### config.mk
export PLATFORM = sky130hd
export DESIGN_NAME = imm_mac
export DESIGN_NICKNAME = d
export VERILOG_FILES = /design/src/sv/imm_pkg.sv /design/src/sv/imm_mac.sv
export SDC_FILE = /design/constraint.sdc
export NUM_CORES = 1
export LEC_CHECK = 0
export BUFFER_PORTS_ARGS = -buffer_cell sky130_fd_sc_hd__buf_2
export CORE_UTILIZATION = 40
export CTS_CLUSTER_DIAMETER = 200
export CTS_CLUSTER_SIZE = 20
export DETAILED_ROUTE_END_ITERATION = 6
export GPL_TIMING_DRIVEN = 0
export PLACE_DENSITY_LB_ADDON = 0.12
export SYNTH_ARGS = -nofsm -noshare
export SYNTH_HDL_FRONTEND = slang
export SYNTH_SLANG_ARGS = --single-unit
### constraint.sdc
create_clock -name clock -period 7 [get_ports clock]
set_input_delay 0 -clock clock [delete_from_list [all_inputs] [get_ports clock]]
set_output_delay 0 -clock clock [all_outputs]
set_load 0.03 [all_outputs]
### src/sv/imm_pkg.sv
// ----------------------------------------------------------------------------
// imm_pkg
// Shared types and constants of the integer matrix multiply core: field
// widths, operation codes and the tag that follows a product term down the
// multiply-accumulate pipeline.
// ----------------------------------------------------------------------------
package imm_pkg;

   localparam int DATA_WIDTH  = 32;
   localparam int INDEX_WIDTH = 4;
   localparam int OP_WIDTH    = 2;
   localparam int SIZE_WIDTH  = 5;

   localparam logic [SIZE_WIDTH-1:0] SIZE_RESET = 5'd16;

   typedef enum logic [OP_WIDTH-1:0] {
      OP_WRITE_A = 2'd0,
      OP_WRITE_B = 2'd1,
      OP_READ    = 2'd2
   } op_type;

   // One product term in flight: first and last mark the ends of a dot product.
   typedef struct packed {
      logic valid;
      logic first;
      logic last;
   } tag_type;

endpackage

### src/sv/imm_mac.sv
// ----------------------------------------------------------------------------
// imm_mac
// Multiply-accumulate pipeline: align the tag with the RAM read data,
// register the 32-bit product, then fold it into the running sum.
// ----------------------------------------------------------------------------
module imm_mac (
   input  logic                                clock,
   input  logic                                reset,
   input  imm_pkg::tag_type                    issue_tag,
   input  logic [imm_pkg::DATA_WIDTH-1:0]      a_data,
   input  logic [imm_pkg::DATA_WIDTH-1:0]      b_data,
   output logic                                done,
   output logic [imm_pkg::DATA_WIDTH-1:0]      sum
);

   imm_pkg::tag_type data_tag_ff;
   imm_pkg::tag_type prod_tag_ff;
   logic [imm_pkg::DATA_WIDTH-1:0] prod_ff;
   logic [imm_pkg::DATA_WIDTH-1:0] prod_in;
   logic [imm_pkg::DATA_WIDTH-1:0] acc_ff;
   logic [imm_pkg::DATA_WIDTH-1:0] acc_in;

   // Low half of the product is the same for signed and unsigned operands.
   assign prod_in = a_data * b_data;
   assign acc_in  = (prod_tag_ff.first ? '0 : acc_ff) + prod_ff;

   always_ff @(posedge clock) begin
      if (reset) begin
         data_tag_ff <= '0;
         prod_tag_ff <= '0;
      end else begin
         data_tag_ff <= issue_tag;
         prod_tag_ff <= data_tag_ff;
      end
   end

   always_ff @(posedge clock) begin
      if (data_tag_ff.valid) begin
         prod_ff <= prod_in;
      end
      if (prod_tag_ff.valid) begin
         acc_ff <= acc_in;
      end
   end

   assign done = prod_tag_ff.valid & prod_tag_ff.last;
   assign sum  = acc_in;

endmodule

==> flow_summary.yaml, run 1 <==
worst_setup_path:
  reg2regPathDepth: 13
  slowest_stage: "fa_1"
  cp_data_required_time_ns: 7.08
  rr_endpoint: "acc_ff[28]$_DFFE_PP_"
  crit_end: "prod_ff[31]$_DFFE_PP_"
  crit_start: "a_data[12]"
  path_common_cell: "fa_1"
  worstPathMaxFanout: 11
  crit_type: "primary input to flip-flop"
  cp-end-kind: "flip-flop"
  startpoint_type: "primary input"
  rrSetupSlack_ns: 3.36
  crit_chain: "buf_2, buf_2, nand2_1, fa_1, inv_1, fa_1, inv_1, fa_1, inv_1, fa_1, inv_1, fa_1, fa_1, fa_1, inv_1, fa_1, xor2_1, xnor2_1, xnor2_1, xnor2_1, xnor2_1, xnor2_1, xnor2_2, xnor2_1"
  critical-path-max-stage-delay_ns: 0.61
  timing.rr.start: "prod_tag_ff[1]$_SDFF_PP0_"
  arrival_ns: 6.87
clocking:
  clock_sinks: 70
  clkSlewWorstSetupHoldPaths_ns: 0.06
  clock_latency_ns: 0.34
  tritoncts: "built"
  cts_setup_buffers: 0
  numCtsBuffers: 9
  ctsHtreeMaxLevel: 3
  cts_root_buffer: "clkbuf_16"
  clock_path_buffers: 2
sta:
  fmaxAchievable_ghz: 0.1472
  hold_viol: 0
  layout_setup_ws_ns: 0.2057
  drv_slew: 0
  setup_violations: 0
  finalCritPeriodShare_pct: 97.06
  tightest_slew_ns: 1.208
  rsz0062_at_grt: "no"
  min_period_ns: 6.794
  skew_ns: 0.006613
  relSlewSlack_pct: 19.47
place:
  io_buffer_count: 93
  dp_slack_ns: -1.077
  place_congestion: 0.9333
  dp_hpwl_um: 51350
finish:
  layout-drive-gt1-share_pct: 8.096
  nets: 2801
  final_common_cell: "fa_1"
  synthToLayoutAreaGrowth_pct: 8.395
  final_cell_mix: "409 x fa_1, 406 x inv_1, 280 x nand2_1"
drt:
  dr.pass1.iters: 5
  final_antenna_net_count: 0
  drc: 0
  vias_per_cell: 5.127
  num_vias: 14310
  drt_iter0_markers: 900
  wl_per_cell_um: 22.20
  wl_um: 61930
floorplan:
  die_area_sq_mm: 0.04970
  io_pins: 102
  initial_core_util_pct: 40.72
  die_w_um: 222.9
  die_height_um: 222.9
  rows: 80
  core_region_area_sq_mm: 0.04795
synth:
  synth.area.top_cells: "fa_1 42%, ha_1 9.9%, edfxtp_1 9.8%"
  synth_ff_type: "edfxtp_1"
  synth_nets: 2700
  async_flop_share_pct: 0
  seq_area_frac_synth_pct: 10.46
  ys.warnings.count: 0
  synth_edf_count: 64
  synthesis.area_sq_mm: 0.01952
  netlist_instances: 2068
  synth_cell_types: 56
  syn_avg_cell_area_sq_um: 9.441
  netlist.top_cell.by_area: "fa_1"
  synth_seq_cells: 70
  synth_top_area_share_pct: 41.94
global_route:
  antenna_found_initial: 4
  gr-total-overflow: 0
  grt_pass1_vias: 15620
  grt_pass1_wl_um: 95660
  grt_max_degree: 34
  track_usage_pct: 26.08
outcome:
  outcome: "finished, final reports clean"
run:
  max-cap-violations: 0
min_path:
  hold_class: "primary input to flip-flop"
==> worst max-delay path: cells and delay by family <==
kind	cells	cell delay (ns)
xor+xnor	8	1.74
fa+ha+maj	8	3.99
simple gates	1	0.12
buf+inv	7	0.99
==> how the worst min path moves through the flow <==
stage,startpoint,endpoint,slack [ns],cells after the start
3_5_place_dp,issue_tag[2],data_tag_ff[2]$_SDFF_PP0_,0.22,2
4_1_cts,b_data[0],prod_ff[0]$_DFFE_PP_,0.11,2
6_report,b_data[0],prod_ff[0]$_DFFE_PP_,0.13,2
5_1_grt,b_data[0],prod_ff[0]$_DFFE_PP_,0.14,2
2_1_floorplan,reset,data_tag_ff[0]$_SDFF_PP0_,0.07,1
3_3_place_gp,issue_tag[0],data_tag_ff[0]$_SDFF_PP0_,0.22,2
==> stage by stage <==
| step | std cells | TNS (ns) | hold WS [ns] | utilization (%) | area, sq um |
|---|---|---|---|---|---|
| floorplan | 2068 | 0 | 0.07161 | - | 19520 |
| global placement | 2776 | -5.978 | 0.2231 | 43.30 | 20760 |
| detailed placement | 2776 | -6.505 | 0.2203 | 43.30 | 20760 |
| CTS | 2790 | 0 | 0.1137 | 44.05 | 21120 |
| global route | 2789 | 0 | 0.1380 | 44.13 | 21160 |
| finish | 2790 | 0 | 0.1307 | 44.14 | 21160 |
==> flip-flops by register name, indices dropped and copies added (netlist names) <==
name / count
acc_ff: 32
data_tag_ff: 3
prod_ff: 32
prod_tag_ff: 3
==> what timing repair did <==
item                                    in CTS  in global routing
hold buffers                                 6                  0
gates resized for setup                     20                 68
endpoints found under the setup margin       9                  5
hold endpoints to repair                     6                  0
pin swaps                                    0                  0
cloned                                       0                  0
==> cell usage after synthesis (3+ instances only) <==
| library cell | count |
|---|---|
| a211oi_1 | 11 |
| a21o_1 | 26 |
| a21oi_1 | 34 |
| a31oi_1 | 6 |
| and2_1 | 273 |
| and3_1 | 5 |
| clkbuf_1 | 90 |
| dfxtp_1 | 6 |
| edfxtp_1 | 64 |
| fa_1 | 409 |
| ha_1 | 154 |
| inv_1 | 406 |
| nand2_1 | 280 |
| nand2b_1 | 6 |
| nand3_1 | 7 |
| nand4_1 | 6 |
| nor2_1 | 36 |
| nor2b_1 | 40 |
| nor3_1 | 10 |
| nor4_1 | 4 |
| o2111ai_1 | 3 |
| o21a_1 | 10 |
| o21ai_0 | 11 |
| o21ai_1 | 9 |
| o21bai_1 | 8 |
| o22ai_1 | 4 |
| xnor2_1 | 85 |
| xor2_1 | 26 |
==> routing by layer <==
layer | vias up | global-route usage, % | part of all wire [%]
met1 | 7272 | 34.49 | 43
met3 | 122 | 2.489 | 5.3
met5 | - | 0 | 0
met2 | 489 | 43.27 | 46
li1 | 6422 | - | -
met4 | 0 | 12.19 | 5.3
==> cell families after synthesis <==
logic type,Yosys count,share of synthesized area [%]
buf+inv,499,9.677
simple gates,677,17.68
xor+xnor,111,4.979
mux,2,0.1025
fa+ha+maj,563,51.81
compound gates,146,5.300
flops,70,10.46
==> final cells by class <==
| class | instances | area, sq um |
|---|---|---|
| inverters | 406 | 1524 |
| well taps | 615 | 769.5 |
| plain buffers | 84 | 396.6 |
| multi-input cells | 1499 | 15610 |
| diodes | 1 | 2.502 |
| fillers | 4738 | 26780 |
| clock inverters | 6 | 62.56 |
| repair buffers | 99 | 525.5 |
| flip-flops and latches | 70 | 2044 |
| clock buffers | 10 | 229.0 |
Power of run 1 is left out: the tool's default activity adds up to more than one toggle a clock period on the data nets, which glitch-free logic cannot reach.
==> run 2: changes to the inputs <==
--- a/config.mk
+++ b/config.mk
@@ -7,4 +7,5 @@
 export LEC_CHECK = 0
 export BUFFER_PORTS_ARGS = -buffer_cell sky130_fd_sc_hd__buf_2
+export CORE_MARGIN = 4
 export CORE_UTILIZATION = 40
 export CTS_CLUSTER_DIAMETER = 200
==> constraint.sdc (replaced) <==
create_clock -name clock -period 7 [get_ports clock]
set_input_delay 0 -clock clock [delete_from_list [all_inputs] [get_ports clock]]
set_output_delay 0 -clock clock [all_outputs]
set_load 0.05 [all_outputs]
==> flow_summary.yaml, run 2 (same netlist as run 1, synthesis figures left out) <==
outcome:
  outcome: "finished, final reports clean"
worst_setup_path:
  worstPathMaxFanout: 12
  crit_end: "prod_ff[28]$_DFFE_PP_"
  timing.rr.start: "prod_tag_ff[1]$_SDFF_PP0_"
  rr_endpoint: "acc_ff[28]$_DFFE_PP_"
  rrSetupSlack_ns: 3.36
  startpoint_type: "primary input"
  crit_start: "b_data[2]"
  cp_data_required_time_ns: 7.08
  reg2regPathDepth: 13
  crit_type: "primary input to flip-flop"
  arrival_ns: 6.86
  cp-end-kind: "flip-flop"
clocking:
  clock_path_buffers: 2
  ctsHtreeMaxLevel: 3
  tritoncts: "built"
  cts_root_buffer: "clkbuf_16"
  numCtsBuffers: 9
  clock_latency_ns: 0.33
  clkSlewWorstSetupHoldPaths_ns: 0.06
  clock_sinks: 70
floorplan:
  rows: 80
  die_height_um: 228.9
  die_area_sq_mm: 0.05241
  core_region_area_sq_mm: 0.04795
  initial_core_util_pct: 40.72
  io_pins: 102
  die_w_um: 228.9
run:
  max-cap-violations: 0
finish:
  fillers: 4769
  synthToLayoutAreaGrowth_pct: 8.562
  reg_top3: "acc_ff x32, prod_ff x32"
  multi_input_area_sq_mm: 0.01562
  layout.area.seq_sq_mm: 0.002044
  fin_util_pct: 44.21
  layout-drive-gt1-share_pct: 8.479
  nets: 2797
  antenna_cells: 0
  final_common_cell: "fa_1"
  final_cell_mix: "409 x fa_1, 406 x inv_1, 280 x nand2_1"
global_route:
  track_usage_pct: 24.80
  gr-total-overflow: 0
  grt_max_degree: 34
  grt_pass1_wl_um: 98060
  grt_pass1_vias: 15860
  antenna_found_initial: 2
drt:
  num_vias: 14390
  drc: 0
  drt_iter0_markers: 809
  wl_per_cell_um: 22.76
  wl_um: 63390
  dr.pass1.iters: 5
  vias_per_cell: 5.165
  final_antenna_net_count: 0
sta:
  skew_ns: 0.006733
  drv_slew: 0
  tightest_slew_ns: 1.194
  fmaxAchievable_ghz: 0.1476
  min_period_ns: 6.775
  finalCritPeriodShare_pct: 96.79
  relSlewSlack_pct: 20.38
  hold_viol: 0
  setup_violations: 0
  rsz0062_at_grt: "no"
place:
  place_congestion: 0.9729
  io_buffer_count: 93
  dp_hpwl_um: 52360
min_path:
  worstHoldStart: "b_data[0]"
  hold_class: "primary input to flip-flop"
run 2: changes by cell type in the layout (fill, tap and decap cells not counted), sizes merged:
cell	before	now
clkbuf	88	81
buf	99	102
bufinv	1	2
clkinv	3	4
clkinvlp	2	1
diode	1	0
dlygate4sd3	6	5
run 2: repair_timing:
item	CTS	global route
pin swaps	0	2
gates cloned	0	0
hold buffers	5	0
setup endpoints to repair	9	5
endpoints found under the hold margin	6	0
gates resized for setup	26	81
setup buffers	0	0
run 2: worst min-delay path by stage:
stage / endpoint / cells after the start
floorplan: data_tag_ff[0]$_SDFF_PP0_ / 1
global placement: data_tag_ff[0]$_SDFF_PP0_ / 2
detailed placement: data_tag_ff[0]$_SDFF_PP0_ / 2
CTS: prod_ff[0]$_DFFE_PP_ / 2
global route: prod_ff[0]$_DFFE_PP_ / 2
finish: prod_ff[0]$_DFFE_PP_ / 2
run 2: area by class of cell:
| class | instances | share of cell area, % |
|---|---|---|
| Multi-Input combinational cell | 1499 | 73.68 |
| Sequential cell | 70 | 9.646 |
| Inverter | 406 | 7.190 |
| Tap cell | 615 | 3.630 |
| Timing Repair Buffer | 98 | 2.444 |
| Buffer | 81 | 1.930 |
| Clock buffer | 9 | 1.063 |
| Clock inverter | 7 | 0.4191 |
run 2: through the flow:
step | area, sq um | hold WS, ns | std cells | setup TNS [ns] | setup WS (ns)
2_1_floorplan | 19520 | 0.07161 | 2068 | 0 | 0.5317
3_3_place_gp | 20760 | 0.2218 | 2776 | -6.206 | -1.143
3_5_place_dp | 20760 | 0.2165 | 2776 | -7.180 | -1.205
4_1_cts | 21130 | 0.1237 | 2788 | 0 | 0.007843
5_1_grt | 21200 | 0.1309 | 2785 | 0 | 0.001933
6_report | 21200 | 0.1387 | 2785 | 0 | 0.2246
run 2: routing by layer:
layer	GRT usage, %	up-vias	part of all wire (%)
met5	0	-	0
met4	10.50	0	5.2
met3	2.268	133	5.2
met2	40.35	487	46
met1	34.11	7348	44
li1	-	6417	-
run 2: worst max-delay path, cell delays in order:
cell and delay (ns):
buf_2 0.31, clkbuf_1 0.56, and2_1 0.25, fa_1 0.39
inv_1 0.08, fa_1 0.42, fa_1 0.53, fa_1 0.56
inv_1 0.06, fa_1 0.48, fa_1 0.59, fa_1 0.45
fa_1 0.44, ha_1 0.36, inv_1 0.18, o21bai_1 0.11
a21oi_1 0.14, o21ai_0 0.15, a221oi_2 0.38, o21ai_1 0.15
a21oi_2 0.17, xnor2_1 0.08
Power of run 2 is left out for the same reason.
==> run 3: changes to the inputs <==
Settings changed: CORE_UTILIZATION 40 to 36.
==> flow_summary.yaml, run 3 (same netlist as run 1, synthesis figures left out) <==
outcome:
  outcome: "finished, final reports clean"
worst_setup_path:
  arrival_ns: 6.85
  critPathTopFamily: "adder cells"
  rrSetupSlack_ns: 3.18
  worstPathMaxFanout: 10
  slowest_stage: "fa_1"
  crit_type: "primary input to flip-flop"
  crit_chain: "buf_2, clkbuf_4, and2_1, fa_1, fa_1, fa_1, inv_1, fa_1, inv_1, fa_1, inv_1, fa_1, inv_1, fa_1, fa_1, ha_1, a21o_1, a21o_1, a211o_1, a31oi_4, nor3_1, o41ai_2, xnor2_1"
  cp-end-kind: "flip-flop"
  rr_endpoint: "acc_ff[28]$_DFFE_PP_"
  cp_num_cells: 23
  cp_num_buf_inv: 6
  crit_end: "prod_ff[31]$_DFFE_PP_"
  timing.rr.start: "prod_tag_ff[1]$_SDFF_PP0_"
  startpoint_type: "primary input"
  crit_start: "b_data[6]"
  critical-path-max-stage-delay_ns: 0.55
  path_common_cell: "fa_1"
  reg2regPathDepth: 13
  cp_data_required_time_ns: 7.07
sta:
  hold_viol: 0
  rsz0062_at_grt: "no"
  tns_ns: 0
  finalCritPeriodShare_pct: 96.78
  min_period_ns: 6.774
  tightest_slew_ns: 1.115
  skew_ns: 0.008616
  setup_violations: 0
  relSlewSlack_pct: 25.68
  drv_slew: 0
  fmaxAchievable_ghz: 0.1476
global_route:
  track_usage_pct: 22.71
  use_met1_pct: 29.42
  busiest_layer: "met2"
  grt_pass1_wl_um: 97560
  use_met2_pct: 39.63
  grt_pass1_vias: 15920
  gr-total-overflow: 0
  gr-usage-met3_pct: 2.068
  grt_max_degree: 34
  antenna_found_initial: 2
clocking:
  clock_sinks: 70
  cts_setup_buffers: 0
  tritoncts: "built"
  clock_latency_ns: 0.34
  ctsHtreeMaxLevel: 3
  clkSlewWorstSetupHoldPaths_ns: 0.06
  numCtsBuffers: 9
  clock_path_buffers: 2
  cts_root_buffer: "clkbuf_16"
finish:
  final_common_cell: "fa_1"
  reg_top3: "acc_ff x32, prod_ff x32"
  final_cell_mix: "409 x fa_1, 406 x inv_1, 280 x nand2_1"
  fin_util_pct: 39.67
  antenna_cells: 0
  nets: 2800
  synthToLayoutAreaGrowth_pct: 9.126
  layout-drive-gt1-share_pct: 8.329
min_path:
  hold_class: "primary input to flip-flop"
  hold_depth: 2
floorplan:
  die_area_sq_mm: 0.05802
  rows: 85
  io_pins: 102
  die_height_um: 240.9
  die_w_um: 240.9
  initial_core_util_pct: 36.35
  core_region_area_sq_mm: 0.05371
drt:
  drt_iter0_markers: 751
  dr.pass1.iters: 5
  drc: 0
  num_vias: 14250
  final_antenna_net_count: 0
  vias_per_cell: 4.965
  wl_per_cell_um: 22.13
  wl_um: 63500
place:
  place_congestion: 0.9164
  io_buffer_count: 93
  dp_hpwl_um: 52720
run:
  max-cap-violations: 0
==> run 3: layout make-up <==
cell class	instances	area, sq um
buffer	85	451.7
tap	696	870.8
fill	5445	32400
timing repair buffer	97	508.0
sequential	70	2044
inverter	406	1524
clock inverter	7	72.57
clock buffer	9	225.2
multi-input combinational	1499	15610
==> run 3: repair_timing <==
action,CTS,global route
gates resized for setup,23,99
pin swaps,0,1
cloned,0,0
setup endpoints to repair,12,7
hold endpoints to repair,6,0
hold buffers,4,0
==> run 3: how the worst min path moves through the flow <==
stage,end,from
5_1_grt,prod_ff[0]$_DFFE_PP_,b_data[0]
2_1_floorplan,data_tag_ff[0]$_SDFF_PP0_,reset
3_3_place_gp,data_tag_ff[0]$_SDFF_PP0_,issue_tag[0]
4_1_cts,prod_ff[0]$_DFFE_PP_,b_data[0]
3_5_place_dp,data_tag_ff[2]$_SDFF_PP0_,issue_tag[2]
6_report,prod_ff[0]$_DFFE_PP_,b_data[0]
==> run 3: worst reg2reg max path, stage by stage, from the launching register on <==
cell and delay [ns]:
dfxtp_1 0.53, clkbuf_1 0.48, nor2b_1 0.12, ha_1 0.24
inv_1 0.08, fa_1 0.21, nor2b_1 0.06, o21a_1 0.19
o21ai_1 0.31, a211oi_1 0.26, o21a_1 0.29, o221ai_2 0.30
or4b_1 0.47, o211ai_1 0.12
==> run 3: through the flow <==
step                std cells  instance area (sq um)  setup slack [ns]  hold WS, ns
floorplan                2068                  19520            0.5317      0.07161
global placement         2857                  20860            -1.456       0.2232
detailed placement       2857                  20860            -1.488       0.2274
CTS                      2874                  21230           0.03171      0.06813
global route             2869                  21310          0.007622      0.08831
finish                   2869                  21310            0.2256      0.06569
==> run 3: layer usage <==
metal,wire (um),vias up
met5,0,-
met4,2850,0
met3,3434,129
met2,31000,448
met1,26210,7243
li1,-,6425
Power of run 3 is left out for the same reason.
